File: config.mk
export PLATFORM = sky130hd
export DESIGN_NAME = bdc_lerp_cell
export DESIGN_NICKNAME = d
export VERILOG_FILES = /design/src/rtl/bdc_pkg.sv /design/src/rtl/bdc_lerp_cell.sv
export SDC_FILE = /design/constraint.sdc
export NUM_CORES = 1
export LEC_CHECK = 0
export BUFFER_PORTS_ARGS = -buffer_cell sky130_fd_sc_hd__buf_4
export CAP_MARGIN = 25
export CORE_MARGIN = 5
export CORE_UTILIZATION = 55
export DETAILED_ROUTE_END_ITERATION = 16
export PLACE_DENSITY = 0.73
export SKIP_LAST_GASP = 1
export SYNTH_ARGS = -nofsm -noshare
export SYNTH_HDL_FRONTEND = slang
export SYNTH_SLANG_ARGS = --single-unit
File: constraint.sdc
create_clock -name clk_i -period 15.8 [get_ports clk_i]
set_input_delay 2.37 -clock clk_i [delete_from_list [all_inputs] [get_ports clk_i]]
set_output_delay 2.37 -clock clk_i [all_outputs]
set_load 0.02 [all_outputs]
File: src/rtl/bdc_pkg.sv
// shared types and constants for the cubic bezier point evaluator
package bdc_pkg;

  localparam int COORD_W   = 10;
  localparam int FRAC_BITS = 16;
  localparam int T_W       = FRAC_BITS + 1;
  localparam int FX_W      = COORD_W + FRAC_BITS;
  localparam int CIDX_W    = 8;
  localparam int FRAME_W_W = 13;

  // t on the input port is always Q1.16, rescaled to FRAC_BITS inside
  localparam int T_IN_FRAC = 16;
  localparam int T_IN_W    = T_IN_FRAC + 1;

  localparam logic [T_W-1:0]       T_ONE        = T_W'(1) << FRAC_BITS;
  localparam logic [T_IN_W-1:0]    T_IN_ONE     = T_IN_W'(1) << T_IN_FRAC;
  localparam logic [FRAME_W_W-1:0] FRAME_WIDTH  = FRAME_W_W'(1024);
  localparam logic [FRAME_W_W-1:0] FRAME_HEIGHT = FRAME_W_W'(1024);

  // configuration register indexes
  localparam logic [CIDX_W-1:0] REG_P0_X = CIDX_W'(0);
  localparam logic [CIDX_W-1:0] REG_P0_Y = CIDX_W'(1);
  localparam logic [CIDX_W-1:0] REG_P1_X = CIDX_W'(2);
  localparam logic [CIDX_W-1:0] REG_P1_Y = CIDX_W'(3);
  localparam logic [CIDX_W-1:0] REG_P2_X = CIDX_W'(4);
  localparam logic [CIDX_W-1:0] REG_P2_Y = CIDX_W'(5);
  localparam logic [CIDX_W-1:0] REG_P3_X = CIDX_W'(6);
  localparam logic [CIDX_W-1:0] REG_P3_Y = CIDX_W'(7);

  // status of one pipeline level
  typedef struct packed {
    logic valid;
    logic load;
  } bdc_stg_t;

endpackage

File: src/rtl/bdc_lerp_cell.sv
// one fixed-point lerp cell with registered output
module bdc_lerp_cell (
  input  logic                      clk_i,
  input  logic                      en_i,
  input  logic [bdc_pkg::FX_W-1:0]  a_i,
  input  logic [bdc_pkg::FX_W-1:0]  b_i,
  input  logic [bdc_pkg::T_W-1:0]   t_i,
  output logic [bdc_pkg::FX_W-1:0]  q_o
);

  localparam int DW = bdc_pkg::FX_W + 1;
  localparam int PW = DW + bdc_pkg::T_W + 1;

  logic signed [DW-1:0] diff;
  logic signed [PW-1:0] prod;
  logic signed [PW-1:0] sum;
  logic [bdc_pkg::FX_W-1:0] q_d;
  logic [bdc_pkg::FX_W-1:0] q_q;

  // (1-t)*a + t*b == a*one + t*(b-a), floor shift keeps it exact
  assign diff = $signed({1'b0, b_i}) - $signed({1'b0, a_i});
  assign prod = PW'(diff) * $signed({1'b0, t_i});
  assign sum  = $signed(PW'({1'b0, a_i})) + (prod >>> bdc_pkg::FRAC_BITS);
  assign q_d  = sum[bdc_pkg::FX_W-1:0];

  always_ff @(posedge clk_i) begin
    if (en_i) begin
      q_q <= q_d;
    end
  end

  assign q_o = q_q;

endmodule

### Yosys cells after proc, flatten, opt, wreduce, memory -nomap -nowiden

Cells that the tools add are included.

* memories kept: 0
* word-level logic and storage cells: 4
* output and inout bits: 26
* register bits after elaboration: 26
* memory bits (writable): 0
* bits in read-only memories: 0
* input bits: 71
* bits in latches: 0

* bitwise gates (word level): 0
* magnitude comparators: 0
* multiply operators: 1
* shift-type cells: 0
* equality and inequality tests: 0
* reduce and logical (&&, ||, !) cells: 0
* mux-type cells: 0
* div/mod/pow operators: 0
* add/subtract/negate cells: 2

Operators with widths (number)
* 27-bit by 18-bit multiplier with 42-bit output: 1
* 26-bit by 26-bit subtractor with 27-bit output: 1
* 26-bit adder: 1

### Longest topological paths before layout

Gate-level depths: netlist (run 1).

* depth after elaboration: 3
* depth in mapped cells: 46
* mapped depth without buffers: 46

### Least setup slack after synthesis (run 1)

OpenSTA, ideal clock, no wires.

* path type: input to register
* start: input port a_i[2] (netlist name)
* end: register q_q, in the netlist q_o[25], data pin
* stages on the path: 43
* buffers on the path: 1
* required time: 15.532 ns
* arrival time: 11.559 ns
* setup time: 0.268 ns
* slack: 3.973 ns
* cells stage by stage: inv_1 ha_1 nor2b_1 o31a_1 o31a_1 a21o_1 a21o_1 a21o_1 a21oi_1 xnor2_1 buf_2 nand2_1 fa_1 fa_1 fa_1 inv_1 fa_1 fa_1 [... 7 more ...] o32a_1 o211ai_1 nor2_1 o21ai_1 a221o_1 a31oi_1 xnor2_1 ha_1 nand3_1 nor2_1 nand4_1 o22ai_1 o31a_1 nor3_1 o21bai_1 a31oi_1 o21ai_0 xnor3_1

* longest elaborated chain between the ends: 3

Ends and longest elaborated chain
* start, declared: line bdc_lerp_cell.sv:5 `input logic [bdc_pkg::FX_W-1:0] a_i,`
* 26-bit by 26-bit subtractor with 27-bit output: line bdc_lerp_cell.sv:21 `assign diff = $signed({1'b0, b_i}) - $signed({1'b0, a_i});`
* 27-bit by 18-bit multiplier with 42-bit output: line bdc_lerp_cell.sv:22 `assign prod = PW'(diff) * $signed({1'b0, t_i});`
* 26-bit adder (*): line bdc_lerp_cell.sv:23 `assign sum = $signed(PW'({1'b0, a_i})) + (prod >>> bdc_pkg::FRAC_BITS);`
* via sum[25]: line bdc_lerp_cell.sv:16 `logic signed [PW-1:0] sum;`
* end signal, assigned: line bdc_lerp_cell.sv:28 `q_q <= q_d;`
* end, declared: line bdc_lerp_cell.sv:18 `logic [bdc_pkg::FX_W-1:0] q_q;`

Mark *: on every way through the listed nets, which the timed path passes. The rest lies on a longest branch.
A chain may end at the register's enable or synchronous reset.

### Worst setup path in the final report (run 1)

* start: input port a_i[0] (netlist name)
* end: register q_q, in the netlist q_o[25], data pin

Same word-level chain as after synthesis.

==> results.sh, run 1 <==
export IMPL_htree_levels=1
export IMPL_setup_tns_final_ps=0
export IMPL_portBuffers=96
export IMPL_critPathMaxFanout=17
export IMPL_detail_route_iter0_violations=930
export IMPL_tightest_slew_ps=985
export IMPL_clock_path_buffers=2
export IMPL_yosysTopAreaCell="fa_1"
export IMPL_syn_nets=2926
export IMPL_holdCritPathClass="in -> reg"
export IMPL_cts_tree="built"
export IMPL_cp_start_kind="input pin"
export IMPL_setup_viol=0
export IMPL_synth_cells=2279
export IMPL_syn_avg_cell_area_um2=8.59
export IMPL_area_growth_pct=6.16
export IMPL_clock_root_buffer="clkbuf_16"
export IMPL_crit_top_cell="fa_1"
export IMPL_netlist_area_mm2=0.0196
export IMPL_synthFlopType="edfxtp_1"
export IMPL_crit_slowest_cell="o211ai_1"
export IMPL_yosysMostFrequentCell="inv_1"
export IMPL_min_delay_start="a_i[0]"
export IMPL_dr_total_vias=14949
export IMPL_clk_pin_slew_ps=80
export IMPL_async_flop_share_pct=0
export IMPL_die_w_um=199
export IMPL_endpoint_kind="register"
export IMPL_min_path_cells=2
export IMPL_synth_edff_count=26
export IMPL_grt_pass1_vias=16296
export IMPL_hold_buffers=0
export IMPL_initial_utilization_pct=55.4
export IMPL_viasPerCell=5.42
export IMPL_fin_nets=2945
export IMPL_fill_cells=3108
export IMPL_synth_seq_cells=26
export IMPL_hold_viol_final=0
export IMPL_antenna_found_initial=1
export IMPL_synthDistinctLibCells=64
export IMPL_grt_max_degree=56
export IMPL_cp_slowest_stage_delay_ps=740
export IMPL_remaining_drc_errors=0
export IMPL_maxSlewHeadroom_pct=34.4
export IMPL_antenna_left=0
export IMPL_status="finished clean"
export IMPL_cts_inserted_buffers=3
export IMPL_cts_resized=0
export IMPL_ys_seq_area_share_pct=3.99
export IMPL_core_mm2=0.0353
export IMPL_whs_endpoint="q_o[0]$_DFFE_PP_"
export IMPL_clock_sinks=26
export IMPL_period_share_pct=84.5
export IMPL_synthTopCellsByArea="fa_1 (44%), inv_1 (11%), ha_1 (9.6%)"
export IMPL_die_area_mm2=0.0395
export IMPL_grt_overflow_total=0
export IMPL_dieHeight_um=199
export IMPL_hpwl_um=39200
export IMPL_grt_pass1_wl_um=80400
export IMPL_drtPass1Iterations=6
export IMPL_drt_total_wl_um=47800
export IMPL_post_cts_buffers=0
export IMPL_largest_reg_flops=26
export IMPL_drive_gt1_share_pct=6.36
export IMPL_grtUsageTotal_pct=25.4
export IMPL_period_minus_slack_ps=13350
export IMPL_antenna_cells=0
export IMPL_cp_required_ps=15830
export IMPL_ys_warnings_count=0
export IMPL_rows=69
export IMPL_maxSlewViolCount=0
export IMPL_maxCapViolCount=0
export IMPL_netlist_top_cells_count="inv_1 (558), fa_1 (426), nand2_1 (273), and2_1 (196), ha_1 (150)"
export IMPL_setup_worst_path_class="in -> reg"
export IMPL_rsz0062_at_grt="no"
export IMPL_crit_arrival_ps=13380
export IMPL_io_pins=97
export IMPL_post_drt_wl_per_cell_um=17.3
export IMPL_synth_top_area_share_pct=43.6
export IMPL_globalplace_congestion=0.874
export IMPL_fmax_mhz=74.9
==> metrics by stage <==
| step | instances | setup WS [ps] | instance area, um^2 | hold WS, ps | utilization (%) |
|---|---|---|---|---|---|
| after floorplan | 2279 | 3970 | 19600 | 2480 | - |
| after global placement | 2753 | 2390 | 20700 | 2690 | 58.5 |
| after detailed placement | 2754 | 2260 | 20700 | 2700 | 58.5 |
| after CTS | 2758 | 2520 | 20800 | 2390 | 58.8 |
| after global routing | 2758 | 1850 | 20800 | 2390 | 58.8 |
| final | 2758 | 2450 | 20800 | 2390 | 58.8 |
==> layer usage <==
layer,wire [um],track usage (%)
met1,18500,30.8
met2,25000,46.3
met3,2940,4.54
met4,1350,7.50
met5,0,0
==> final cells by class <==
class,count,area (um^2),share of cell area [%]
multi-input cells,1589,16300,78.5
clock buffers,3,75.1,0.361
repair buffers,120,905,4.35
inverters,558,2090,10.1
flip-flops and latches,26,781,3.76
clock inverters,1,30.0,0.145
well taps,461,577,2.78
==> layout by cell type (no fill, tap or decap), types with 12 or more instances in the layout <==
cell / synthesis / layout
and2_1: 196 / 196
nand2b_1: 32 / 32
a21oi_1: 71 / 71
a21o_1: 33 / 33
nand2_1: 273 / 273
xnor2_1: 65 / 60
fa_1: 426 / 426
nor2_1: 48 / 48
ha_1: 150 / 150
nand4_1: 24 / 24
o21a_1: 15 / 15
o211ai_1: 14 / 14
mux2i_1: 13 / 13
o21ai_0: 38 / 38
edfxtp_1: 26 / 26
xor2_1: 12 / 12
nor3_1: 14 / 14
nor2b_1: 52 / 52
buf_4: 1 / 119
inv_1: 558 / 558
nand3_1: 29 / 29
==> how the worst max path moves through the flow <==
| stage | start | endpoint | cells after the start |
|---|---|---|---|
| CTS | a_i[0] | q_o[25]$_DFFE_PP_ | 42 |
| global route | a_i[0] | q_o[25]$_DFFE_PP_ | 42 |
| detailed placement | a_i[0] | q_o[25]$_DFFE_PP_ | 42 |
| finish | a_i[0] | q_o[25]$_DFFE_PP_ | 42 |
| global placement | a_i[0] | q_o[25]$_DFFE_PP_ | 42 |
| floorplan | a_i[2] | q_o[25]$_DFFE_PP_ | 43 |
==> critical path, delay by kind of cell <==
| family | cells | cell delay (ps) |
|---|---|---|
| and+or+nand+nor | 11 | 1680 |
| adders and majority gates | 10 | 4150 |
| xor gates and xnor gates | 3 | 1230 |
| AOI/OAI and AO/OA | 13 | 3510 |
| buffers and inverters | 5 | 360 |
==> cell families after synthesis <==
group	after synthesis	synth area share (%)
flip-flops	26	3.99
XOR/XNOR	80	3.73
multiplexers	17	0.895
buffers and inverters	664	12.8
AO/OA/AOI/OAI	231	7.81
AND/OR/NAND/NOR	685	17.6
adder cells (fa/ha/maj)	576	53.2
Power of run 1 is not shown: default switching activity piles up to over one toggle a cycle in this logic, so the estimate is an artifact.
==> run 2, diff against run 1 <==
- PLACE_DENSITY: 0.73 -> 0.76
- clock period: 15.8 -> 11.6 ns (I/O delays scaled with it)
==> run 2 against run 1 <==
Via count up 6.1%. Worst setup slack got worse by 2100 ps. Largest cell class unchanged. Non-clock buffer count grew 111. Sequential share of layout area fell by 0.17 points. Critical path depth grew 2.
==> results.sh, run 2 (synthesis gave the netlist of run 1 again) <==
export IMPL_remaining_drc_errors=0
export IMPL_holdWs_ps=1800
export IMPL_drive_gt1_share_pct=11.3
export IMPL_holdCritPathClass="in -> reg"
export IMPL_viasPerCell=5.52
export IMPL_critPathMaxFanout=6
export IMPL_antenna_found_initial=1
export IMPL_htree_levels=1
export IMPL_cts_tree="built"
export IMPL_min_path_cells=2
export IMPL_cp_required_ps=11630
export IMPL_tightest_slew_ps=848
export IMPL_fin_ws_ps=341
export IMPL_drtPass1Iterations=6
export IMPL_grt_overflow_total=0
export IMPL_drt_total_wl_um=51800
export IMPL_globalplace_congestion=0.960
export IMPL_dieHeight_um=199
export IMPL_clock_sinks=26
export IMPL_dp_cells=2862
export IMPL_antenna_left=0
export IMPL_clk_pin_slew_ps=90
export IMPL_grt_max_degree=54
export IMPL_post_drt_wl_per_cell_um=18.1
export IMPL_largest_reg_flops=26
export IMPL_setup_viol=0
export IMPL_grt_pass1_vias=17192
export IMPL_grtUsageTotal_pct=26.9
export IMPL_hpwl_um=42000
export IMPL_die_area_mm2=0.0395
export IMPL_clock_path_buffers=2
export IMPL_endpoint_kind="register"
export IMPL_portBuffers=96
export IMPL_rsz0062_at_grt="yes"
export IMPL_period_share_pct=97.1
export IMPL_detail_route_iter0_violations=1047
export IMPL_initial_utilization_pct=55.4
export IMPL_cp_start_kind="input pin"
export IMPL_io_pins=97
export IMPL_crit_top_cell="fa_1"
export IMPL_maxCapViolCount=0
export IMPL_final_common_cell="inv_1"
export IMPL_crit_slowest_cell="fa_1"
export IMPL_period_minus_slack_ps=11260
export IMPL_hold_viol_final=0
export IMPL_status="finished clean"
export IMPL_maxSlewViolCount=0
export IMPL_grt_pass1_wl_um=85100
export IMPL_instances_no_fill=2870
export IMPL_dr_total_vias=15855
export IMPL_clock_root_buffer="clkbuf_16"
export IMPL_dp_slack_ps=-202
export IMPL_die_w_um=199
export IMPL_crit_arrival_ps=11290
export IMPL_cts_inserted_buffers=3
export IMPL_fin_nets=3056
export IMPL_area_growth_pct=11.1
export IMPL_setup_worst_path_class="in -> reg"
export IMPL_final_cell_mix="inv_1 (558), fa_1 (425), nand2_1 (273), buf_4 (226), and2_1 (196)"
export IMPL_rows=69
export IMPL_maxSlewHeadroom_pct=43.3
export IMPL_fmax_mhz=88.8
export IMPL_cp_slowest_stage_delay_ps=540
export IMPL_core_mm2=0.0353
run 2: cell count changes in the layout (fill, tap and decap cells not counted), sizes merged:
cell,previous run,this run
diode,0,1
buf,120,231
run 2: final timing paths:
path / start / end / slack [ps]
hold / removal: a_i[0] / q_o[0]$_DFFE_PP_ / 1800
setup / recovery: b_i[0] / q_o[25]$_DFFE_PP_ / 340
run 2: metrics by stage:
stage | cell area (um^2) | util [%] | setup TNS (ps)
after floorplan | 19600 | - | 0
final | 21700 | 61.6 | 0
after CTS | 21600 | 61.2 | 0
after global routing | 21700 | 61.6 | -96.4
after detailed placement | 21500 | 60.9 | -202
after global placement | 21500 | 60.9 | 0
run 2: area by class of cell:
| type | count | area [um^2] |
|---|---|---|
| Clock inverter | 1 | 30.0 |
| Sequential cell | 26 | 781 |
| Inverter | 558 | 2090 |
| Clock buffer | 3 | 75.1 |
| Tap cell | 461 | 577 |
| Timing Repair Buffer | 231 | 1800 |
| Multi-Input combinational cell | 1589 | 16400 |
| Antenna cell | 1 | 2.50 |
| Fill cell | 2947 | 13600 |
run 2: timing repair:
item / in CTS / in global routing
hold buffers: 0 / 0
setup endpoints to repair: 0 / 6
gates resized for setup: 0 / 24
buffers inserted: 0 / 3
run 2: per-layer routing:
metal  GRT usage (%)  wire [um]
met2            48.7      27200
met3            2.76       2980
met5               0         13
met4            9.85       2170
met1            33.4      19500
run 2: critical path, delay by kind of cell:
kind | cells | cell delay, ps
xor gates and xnor gates | 3 | 640
AOI/OAI and AO/OA | 15 | 3130
buffers and inverters | 8 | 670
adders and majority gates | 10 | 3990
and+or+nand+nor | 8 | 1080
Power of run 2 is left out for the same reason.
